`src/sv/mse_pkg.sv`:
```
// Package for the MIPS subset execute block: opcodes, funct codes, controller
// states and the command/status structs between controller and datapath.
// No dependencies.
package mse_pkg;

  localparam int unsigned DATA_WORDS_DEF = 256;
  localparam int unsigned NREGS = 32;

  localparam logic [5:0] OP_RTYPE = 6'h00;
  localparam logic [5:0] OP_J     = 6'h02;
  localparam logic [5:0] OP_JAL   = 6'h03;
  localparam logic [5:0] OP_BEQ   = 6'h04;
  localparam logic [5:0] OP_BNE   = 6'h05;
  localparam logic [5:0] OP_BGTZ  = 6'h07;
  localparam logic [5:0] OP_ADDI  = 6'h08;
  localparam logic [5:0] OP_SLTI  = 6'h0a;
  localparam logic [5:0] OP_ANDI  = 6'h0c;
  localparam logic [5:0] OP_ORI   = 6'h0d;
  localparam logic [5:0] OP_XORI  = 6'h0e;
  localparam logic [5:0] OP_LW    = 6'h23;
  localparam logic [5:0] OP_SW    = 6'h2b;

  localparam logic [5:0] FN_SLL  = 6'h00;
  localparam logic [5:0] FN_SRL  = 6'h02;
  localparam logic [5:0] FN_SRA  = 6'h03;
  localparam logic [5:0] FN_JR   = 6'h08;
  localparam logic [5:0] FN_SYS  = 6'h0c;
  localparam logic [5:0] FN_MULT = 6'h18;
  localparam logic [5:0] FN_DIV  = 6'h1a;
  localparam logic [5:0] FN_ADD  = 6'h20;
  localparam logic [5:0] FN_SUB  = 6'h22;
  localparam logic [5:0] FN_AND  = 6'h24;
  localparam logic [5:0] FN_OR   = 6'h25;
  localparam logic [5:0] FN_XOR  = 6'h26;
  localparam logic [5:0] FN_NOR  = 6'h27;
  localparam logic [5:0] FN_SLT  = 6'h2a;

  localparam logic [31:0] SYS_PRINT = 32'd1;
  localparam logic [31:0] SYS_EXIT  = 32'd10;

  typedef enum logic [2:0] {
    ST_IDLE,
    ST_READ,
    ST_EXEC,
    ST_DIV,
    ST_MEM,
    ST_DONE
  } state_t;

  // controller -> datapath
  typedef struct packed {
    logic load;      // capture instruction
    logic read_regs; // latch rs/rt operands
    logic exec;      // compute and commit
    logic div_start;
    logic div_step;
    logic mem_wb;    // write load data back
  } dp_cmd_t;

  // datapath -> controller
  typedef struct packed {
    logic halted;
    logic is_div;
    logic is_load;
    logic div_last;
  } dp_stat_t;

endpackage

```
`src/sv/mse_ctrl.sv`:
```
// Controller state machine: sequences read, execute, divide and memory steps.
// Depends on mse_pkg.
module mse_ctrl
  import mse_pkg::*;
(
  input  logic     clk,
  input  logic     rst_n,
  input  logic     in_valid,
  output logic     in_ready,
  output logic     out_valid,
  input  logic     out_ready,
  input  dp_stat_t stat,
  output dp_cmd_t  cmd
);
  state_t state_r, state_nxt;

  always_ff @(posedge clk) begin
    if (!rst_n) begin
      state_r <= ST_IDLE;
    end else begin
      state_r <= state_nxt;
    end
  end

  always_comb begin
    state_nxt = state_r;
    cmd = '0;
    in_ready = 1'b0;
    out_valid = 1'b0;
    unique case (state_r)
      ST_IDLE: begin
        in_ready = 1'b1;
        if (in_valid) begin
          cmd.load = 1'b1;
          state_nxt = ST_READ;
        end
      end
      ST_READ: begin
        cmd.read_regs = 1'b1;
        if (stat.halted) begin
          state_nxt = ST_EXEC;
        end else if (stat.is_div) begin
          state_nxt = ST_DIV;
        end else begin
          state_nxt = ST_EXEC;
        end
      end
      ST_DIV: begin
        cmd.div_step = 1'b1;
        if (stat.div_last) begin
          state_nxt = ST_EXEC;
        end
      end
      ST_EXEC: begin
        cmd.exec = 1'b1;
        state_nxt = (stat.is_load && !stat.halted) ? ST_MEM : ST_DONE;
      end
      ST_MEM: begin
        cmd.mem_wb = 1'b1;
        state_nxt = ST_DONE;
      end
      ST_DONE: begin
        out_valid = 1'b1;
        if (out_ready) begin
          state_nxt = ST_IDLE;
        end
      end
      default: state_nxt = ST_IDLE;
    endcase
    cmd.div_start = (state_r == ST_READ) && stat.is_div && !stat.halted;
  end

  a_div_ends: assert property (@(posedge clk) disable iff (!rst_n)
    (state_r == ST_DIV && stat.div_last) |=> state_r == ST_EXEC)
    else $error("divide did not end in execute");
  a_out_hold: assert property (@(posedge clk) disable iff (!rst_n)
    (out_valid && !out_ready) |=> out_valid)
    else $error("result dropped");
  a_no_accept_busy: assert property (@(posedge clk) disable iff (!rst_n)
    (state_r != ST_IDLE) |-> !in_ready)
    else $error("request taken while busy");
endmodule

```
`config.mk`:
```
export PLATFORM = sky130hd
export DESIGN_NAME = mse_ctrl
export DESIGN_NICKNAME = d
export VERILOG_FILES = /design/src/sv/mse_pkg.sv /design/src/sv/mse_ctrl.sv
export SDC_FILE = /design/constraint.sdc
export NUM_CORES = 1
export LEC_CHECK = 0
export ABC_CLOCK_PERIOD_IN_PS = 1620
export BUFFER_PORTS_ARGS = -buffer_cell sky130_fd_sc_hd__clkbuf_2
export CORE_AREA = 2 2 39 41
export CTS_CLUSTER_DIAMETER = 60
export DETAILED_ROUTE_END_ITERATION = 10
export DIE_AREA = 0 0 41 43
export PLACE_DENSITY_LB_ADDON = 0.3
export REMOVE_ABC_BUFFERS = 1
export SLEW_MARGIN = 25
export SYNTH_ARGS = -nofsm -noshare
export SYNTH_HDL_FRONTEND = slang
export SYNTH_SLANG_ARGS = --single-unit
export TNS_END_PERCENT = 1
```
`constraint.sdc`:
```
create_clock -name clk -period 1.62 [get_ports clk]
set_input_delay 0.162 -clock clk [delete_from_list [all_inputs] [get_ports clk]]
set_output_delay 0.162 -clock clk [all_outputs]
set_load 0.01 [all_outputs]
```
# After elaboration in Yosys (flattened, before gate mapping)
# Cells that the tools add are included.
# Widths: inputs -> output; s select.
# word_totals
word_cells	30
in_bits	8
out_inout_bits	8
register_bits	3
# classes
mux	15
n_eq_ne	8
n_reduce_logical	6
# ops
cell	n
$pmux 3 s6	1
$mux 3	4
$mux 1	10
$eq 3x2->1 const B	2
$eq 3x3->1 const B	2
$ne 2x2->1 const B	3
$eq 3x1->1 const B	1
$logic_and 1x1->1	3
$logic_not 3->1	1
$reduce_and 3->1	1
$logic_not 1->1	1

# Longest topological paths before layout
# Gate-level depths: netlist of the first run.
# logic_depth
ltp_word	4
depth_mapped	4
depth_no_buf	3

# Worst setup path after synthesis of the first run
# Ideal clock, no wire load.
# synth_path
path_kind	register to output
start	register state_r[0]
end	output cmd[5] (netlist name)
t_required_ns	1.458
t_arrival_ns	1.052
setup_slack_ns	0.406
n_path_buf	1
path_stages_with_launch	4
path_cell_list	dfxtp_1 > buf_2 > nor3_1 > and2_1
# synth_rtl
element	line_no	source
from (decl)	mse_ctrl.sv:15	state_t state_r, state_nxt;
from (signal assigned)	mse_ctrl.sv:21	state_r <= state_nxt;
to (decl)	mse_ctrl.sv:13	output dp_cmd_t cmd

==> metrics, run 1 <==
die height=43 um; crit-path max FO=10; Hold Path Stages=3; multi-input combinational cell area=137.6 um2; CP Class=reg2out; # Post-CTS Setup Buffers=0; Yosys cell types=17; Setup Viol. Count Final=0; final hold violations=0; I/O pin count=16; biggest regs=state_r x3; clock tree sinks=3; crit-path cells=nand2b_1 -> nor4b_1 -> clkbuf_2; flops & latches, synth=3; DR WL met2=about 270 um; leak pwr=0.1622 nW; worst hold path class=in2reg; Cell Area, Placed=approximately 300 um2; Clock Skew=approximately 0.00027 ns; Largest stage delay, worst path=0.47 ns; Initial Utilization=0.1519; Fill cells=160; required time of the worst setup path=1.46 ns; startpoint types=register; CP delay by family, top=flip-flops; Synth-to-Final Area Change=55.36%; total gr overflow=0; H-tree levels=1; synth top area cells=dfxtp_1, nand2b_1, nor2_1; CP Buf/Inv Count=1; cells on worst reg2reg path=3; Worst Max-Slew Pin Slew=around 0.28 ns; fin crit share=0.9046; Comb pwr share=0.264; pre-CTS WS=0.3947 ns; min Tclk post-route=1.466 ns; number of core rows=14; share of the synthesized area in the top cell type=0.2857; Worst path slowest cell=dfxtp_1; Residual DRC=0; Total Power=0.0003082 W; Flop pwr share=0.319; die area=0.001763 mm2; Reg clk slew, reported paths=~0.040 ns; Slew Limit Fails=0; Reg with most FFs=state_r; crit end category=output port; final hold slack=0.1727 ns; GRT Util Overall=0.06907; YS warnings=0; peak supply drop=273.4 uV; Synth area leader=dfxtp_1; power per cell area=943.6 mW/mm2; total number of vias=245; HP Start=rst_n; r2r startpoint=state_r[2]; Resize count post-CTS=0; Sw Share=0.2976; Slew headroom=0.8104; Final #Nets=54; die width=41 um; met3 WL=around 50 um; met1 WL=184 um; design area=about 330 um2; CTS buffer count=3; share of cells above drive strength 1=0.4000; crit path DAT=1.30 ns; PnR worst setup slack=between 0.15 and 0.2 ns; diode count=0; status=finished clean; uppermost routed layer=met3; root buffer cell=clkbuf_4; via/cell ratio=4.016; max reg flops=3; Pre-Repair DR Iteration Count=2; CTS tree=done; I/O Buffers=15; multiplexer area fraction after synthesis=0; Detail Route Antenna Nets=0; largest net degree at the start of global routing=11; Syn Std Cell Area=~210 um2; DR WL/cell=8.246 um; Synth Area in Compound Gates=0.1667; Placer Congestion=around 0.6; # Max-Cap Violations=0; register area=60.06 um2; Seq/Total Area, Yosys=0.2857; 1st-iter DRT viols=2; CTS Hold Buffers Added=0; largest family of logic cells by synthesized area=simple AND/OR/NAND/NOR gates; mean area per synthesized cell=7.785 um2; XOR/XNOR share of the synthesized area=0; clock share of power=0.418; Post-Synth Simple-Gate Area=0.4881; f_max=roughly 0.7 GHz; FF-to-FF setup slack=0.45 ns; initial antenna violation count=0; clk_lat worst skew=approximately 0.23 ns; Max clock buf depth=2; drt total wl=503 um; Hold Path End=state_r[1]; post-synthesis adder-cell area fraction=0; global-route wire length before repair=roughly 770 um; vias in the first global route=231; Reg-to-Reg End=state_r[0]; Sw Pwr=0.00009170 W; unrepaired setup endpoints after global routing=false; CORE AREA=0.001384 mm2; internal power=0.0002164 W; setup TNS=0 ns; Gate Count Post-Synth=27
layout make-up:
class	instances	share of cell area
inverter	2	0.02299
timing repair buffer	15	0.2299
tap	16	0.06130
sequential	3	0.1839
multi-input combinational	21	0.4215
clock buffer	4	0.08046
Yosys cell counts:
cell type / instances
a21oi_1: 2
and2_1: 1
and3b_1: 1
buf_2: 1
dfxtp_1: 3
inv_1: 2
nand2b_1: 3
nand4bb_1: 1
nor2_1: 4
nor2b_1: 2
nor3_1: 1
nor3b_1: 1
nor4b_1: 1
o21a_1: 1
o311a_1: 1
o31ai_1: 1
or3b_1: 1
kinds of logic after synthesis:
logic type / count (synthesis)
buf+inv: 3
flops: 3
simple gates: 16
compound gates: 5
tightest hold or removal path: cells and delay by family:
kind          cells  cell delay (ns)
buf+inv           2             0.15
simple gates      1             0.04
placed cells by master (no fill, tap or decap):
cell type	count
or3b_1	1
dfxtp_1	3
and2_1	1
nand2b_1	3
inv_1	2
clkbuf_1	1
nor4b_1	1
nand4bb_1	1
nor2_1	4
nor3_1	1
o311a_1	1
nor2b_1	2
and3b_1	1
clkbuf_4	3
nor3b_1	1
clkbuf_2	15
a21oi_1	2
o21a_1	1
o31ai_1	1
metrics by stage:
stage          utilization  cells
3_5_place_dp        0.2170     57
3_3_place_gp        0.2170     57
4_1_cts             0.2360     61
5_1_grt             0.2360     61
6_report            0.2360     61
2_1_floorplan            -     26
metal layers:
layer  vias up  global-route usage
met5         -                   0
met4         0             0.08000
met3         0             0.03141
met2         7             0.09688
met1       108             0.06369
li1        130                   -
power by group through the flow:
stage / sequential [W] / clock [W] / combinational (W)
2_1_floorplan: 0.0000959 / 0 / 0.0000501
3_3_place_gp: 0.0000990 / 0 / 0.0000832
3_5_place_dp: 0.0000993 / 0 / 0.0000829
4_1_cts: 0.0000982 / 0.000136 / 0.0000832
5_1_grt: 0.000101 / 0.000143 / 0.0000911
6_report: 0.0000982 / 0.000129 / 0.0000812
worst max path at each step:
stage / from / endpoint / slack (ns) / depth (start not counted)
after floorplan: state_r[0] / cmd[2] / 0.43 / 2
after global placement: state_r[0] / cmd[2] / 0.41 / 3
after detailed placement: state_r[0] / cmd[2] / 0.39 / 3
after CTS: state_r[0] / cmd[2] / 0.14 / 3
after global routing: state_r[0] / cmd[2] / 0.02 / 3
final: state_r[0] / cmd[2] / 0.15 / 3
Power figures use the tool's default switching activity.
==> inputs of run 2 (changes only) <==
--- a/config.mk
+++ b/config.mk
@@ -5,14 +5,14 @@
 export SDC_FILE = /design/constraint.sdc
 export NUM_CORES = 1
 export LEC_CHECK = 0
-export ABC_CLOCK_PERIOD_IN_PS = 1620
-export BUFFER_PORTS_ARGS = -buffer_cell sky130_fd_sc_hd__clkbuf_2
+export BUFFER_PORTS_ARGS = -buffer_cell sky130_fd_sc_hd__buf_2
 export CORE_AREA = 2 2 39 41
 export CTS_CLUSTER_DIAMETER = 60
 export DETAILED_ROUTE_END_ITERATION = 10
 export DIE_AREA = 0 0 41 43
 export PLACE_DENSITY_LB_ADDON = 0.3
 export REMOVE_ABC_BUFFERS = 1
+export SETUP_SLACK_MARGIN = 0.05
 export SLEW_MARGIN = 25
 export SYNTH_ARGS = -nofsm -noshare
 export SYNTH_HDL_FRONTEND = slang
==> run 2 against run 1 <==
  * Die area did not move
  * Cell area is 0.38% higher
  * Fmax up 4.8%
  * Largest power group unchanged
  * Non-clock buffer count is the same
  * Critical path depth unchanged
  * Global-route usage rose by 0.11 points
  * Register-to-register slack got worse by 0.02 ns
  * Worst setup slack gained 0.068 ns
  * Clock skew about the same
==> metrics, run 2 (synthesis gave the netlist of run 1 again) <==
status=finished clean; startpoint types=register; Reg-to-Reg End=state_r[0]; worst hold path class=in2reg; DR WL/cell=8.902 um (+8.0%); Reg clk slew, reported paths=0.03 ns (about the same); commonest non-fill, non-tap cell in the layout=buf_2; Resize count post-CTS=0 (unchanged); die area=0.001763 mm2 (unchanged); max reg flops=3 (unchanged); Hold Path Stages=2 (-1); min Tclk post-route=1.398 ns (-0.06755 ns); via/cell ratio=4.115 (+2.4%); global-route wire length before repair=821 um (+6.3%); internal power=0.0002177 W (+0.56%); Slew Limit Fails=0 (unchanged); # Max-Cap Violations=0 (unchanged); total gr overflow=0 (unchanged); Flop pwr share=0.326 (+0.007); Core Util, Final=0.2369 (+0.0009040); Hold Path End=state_r[2]; power per cell area=940.8 mW/mm2 (-0.29%); total number of vias=251 (+2.4%); Reg with most FFs=state_r; drt total wl=543 um (+8.0%); Synth-to-Final Area Change=55.95%; 1st-iter DRT viols=4 (+2); number of core rows=14 (unchanged); Sw Share=0.2943 (-0.003288); f_max=0.7153 GHz (+4.8%); crit path DAT=1.24 ns (-0.06 ns); Clock Skew=0.0002737 ns (+0.000004510 ns); HP Start=rst_n; initial antenna violation count=0 (unchanged); Detail Route Antenna Nets=0 (unchanged); diode count=0 (unchanged); GRT Util Overall=0.07021 (+0.001142); Worst Max-Slew Pin Slew=0.2616 ns (-0.02062 ns); share of cells above drive strength 1=0.4222 (+0.02222); die height=43 um (unchanged); cells on worst reg2reg path=3 (unchanged); clock share of power=0.410 (-0.008); Initial Utilization=0.1519 (unchanged); I/O pin count=16 (unchanged); Sw Pwr=0.00009077 W (-1.0%); # Post-CTS Setup Buffers=0 (unchanged); required time of the worst setup path=1.46 ns (about the same); unrepaired setup endpoints after global routing=false; crit end category=output port; Comb pwr share=0.264 (about the same); Placer Congestion=0.6019 (about the same); Pre-Repair DR Iteration Count=4 (+2); root buffer cell=clkbuf_4; CTS tree=done; Residual DRC=0 (unchanged); Slew headroom=0.8242 (+0.01385); CORE AREA=0.001384 mm2 (unchanged); CTS buffer count=3 (unchanged); peak supply drop=266.0 uV (-2.7%); r2r startpoint=state_r[2]; crit-path max FO=8 (-2); Setup Viol. Count Final=0 (unchanged); final hold violations=0 (unchanged); H-tree levels=1 (unchanged); DP HPWL=approximately 440 um; leak pwr=0.1654 nW (+2.0%); setup TNS=0 ns (unchanged); clk_lat worst skew=0.23 ns (about the same); clock tree sinks=3 (unchanged); Fill cells=158 (-1.3%); I/O Buffers=15 (unchanged); Max clock buf depth=2 (unchanged); vias in the first global route=219 (-5.2%); biggest regs=state_r x3; largest net degree at the start of global routing=11 (unchanged); FF-to-FF setup slack=0.43 ns (-0.02 ns); commonest non-fill, non-tap cells in the layout=buf_2, nor2_1, nand2b_1, clkbuf_4; fin crit share=0.8629 (-0.04170); CP Class=reg2out; Final #Nets=54 (unchanged); die width=41 um (unchanged); CTS Hold Buffers Added=0 (unchanged)
[run 2: power by group through the flow]
stage | combinational [W] | clock (W) | sequential, W
5_1_grt | 0.0000922 | 0.000139 | 0.000103
3_3_place_gp | 0.0000827 | 0 | 0.0000990
2_1_floorplan | 0.0000501 | 0 | 0.0000959
3_5_place_dp | 0.0000834 | 0 | 0.000100
4_1_cts | 0.0000837 | 0.000136 | 0.0000993
6_report | 0.0000816 | 0.000126 | 0.000100
[run 2: how the worst max path moves through the flow]
stage          slack (ns)       start      to  depth (start not counted)
5_1_grt              0.11  state_r[2]  cmd[2]                          3
4_1_cts              0.11  state_r[0]  cmd[2]                          3
6_report             0.22  state_r[2]  cmd[2]                          3
2_1_floorplan        0.43  state_r[0]  cmd[2]                          2
3_3_place_gp         0.43  state_r[0]  cmd[2]                          3
3_5_place_dp         0.37  state_r[0]  cmd[2]                          3
[run 2: per-stage QoR]
step | power (W) | hold WS (ns) | std cells | instance area, um2 | worst slack, ns
finish | 0.0003084 | 0.1771 | 61 | 327.8 | 0.2220
global route | 0.0003342 | 0.1813 | 61 | 327.8 | 0.1149
CTS | 0.0003188 | 0.1719 | 61 | 326.6 | 0.1102
detailed placement | 0.0001838 | 0.4149 | 57 | 300.3 | 0.3709
global placement | 0.0001817 | 0.4163 | 57 | 300.3 | 0.4295
floorplan | 0.0001460 | 0.2742 | 26 | 205.2 | 0.4272
[run 2: cell type report]
class,instances,area [um2],area share
Timing Repair Buffer,15,75.07,0.2290
Clock buffer,4,26.28,0.08015
Inverter,2,7.507,0.02290
Tap cell,16,20.02,0.06107
Multi-Input combinational cell,21,137.6,0.4198
Sequential cell,3,61.31,0.1870
[run 2: layer usage]
layer	up-vias	part of all wire	global-route usage
li1	131	-	-
met1	111	0.41	0.08974
met2	9	0.50	0.09375
met3	0	0.087	0.01571
met4	0	0	0.06000
met5	-	0	0
[run 2: critical path: stages, from the launching register on]
cell and delay [ns]:
dfxtp_1 0.36, nand2b_1 0.20, nor4b_1 0.27, buf_2 0.18
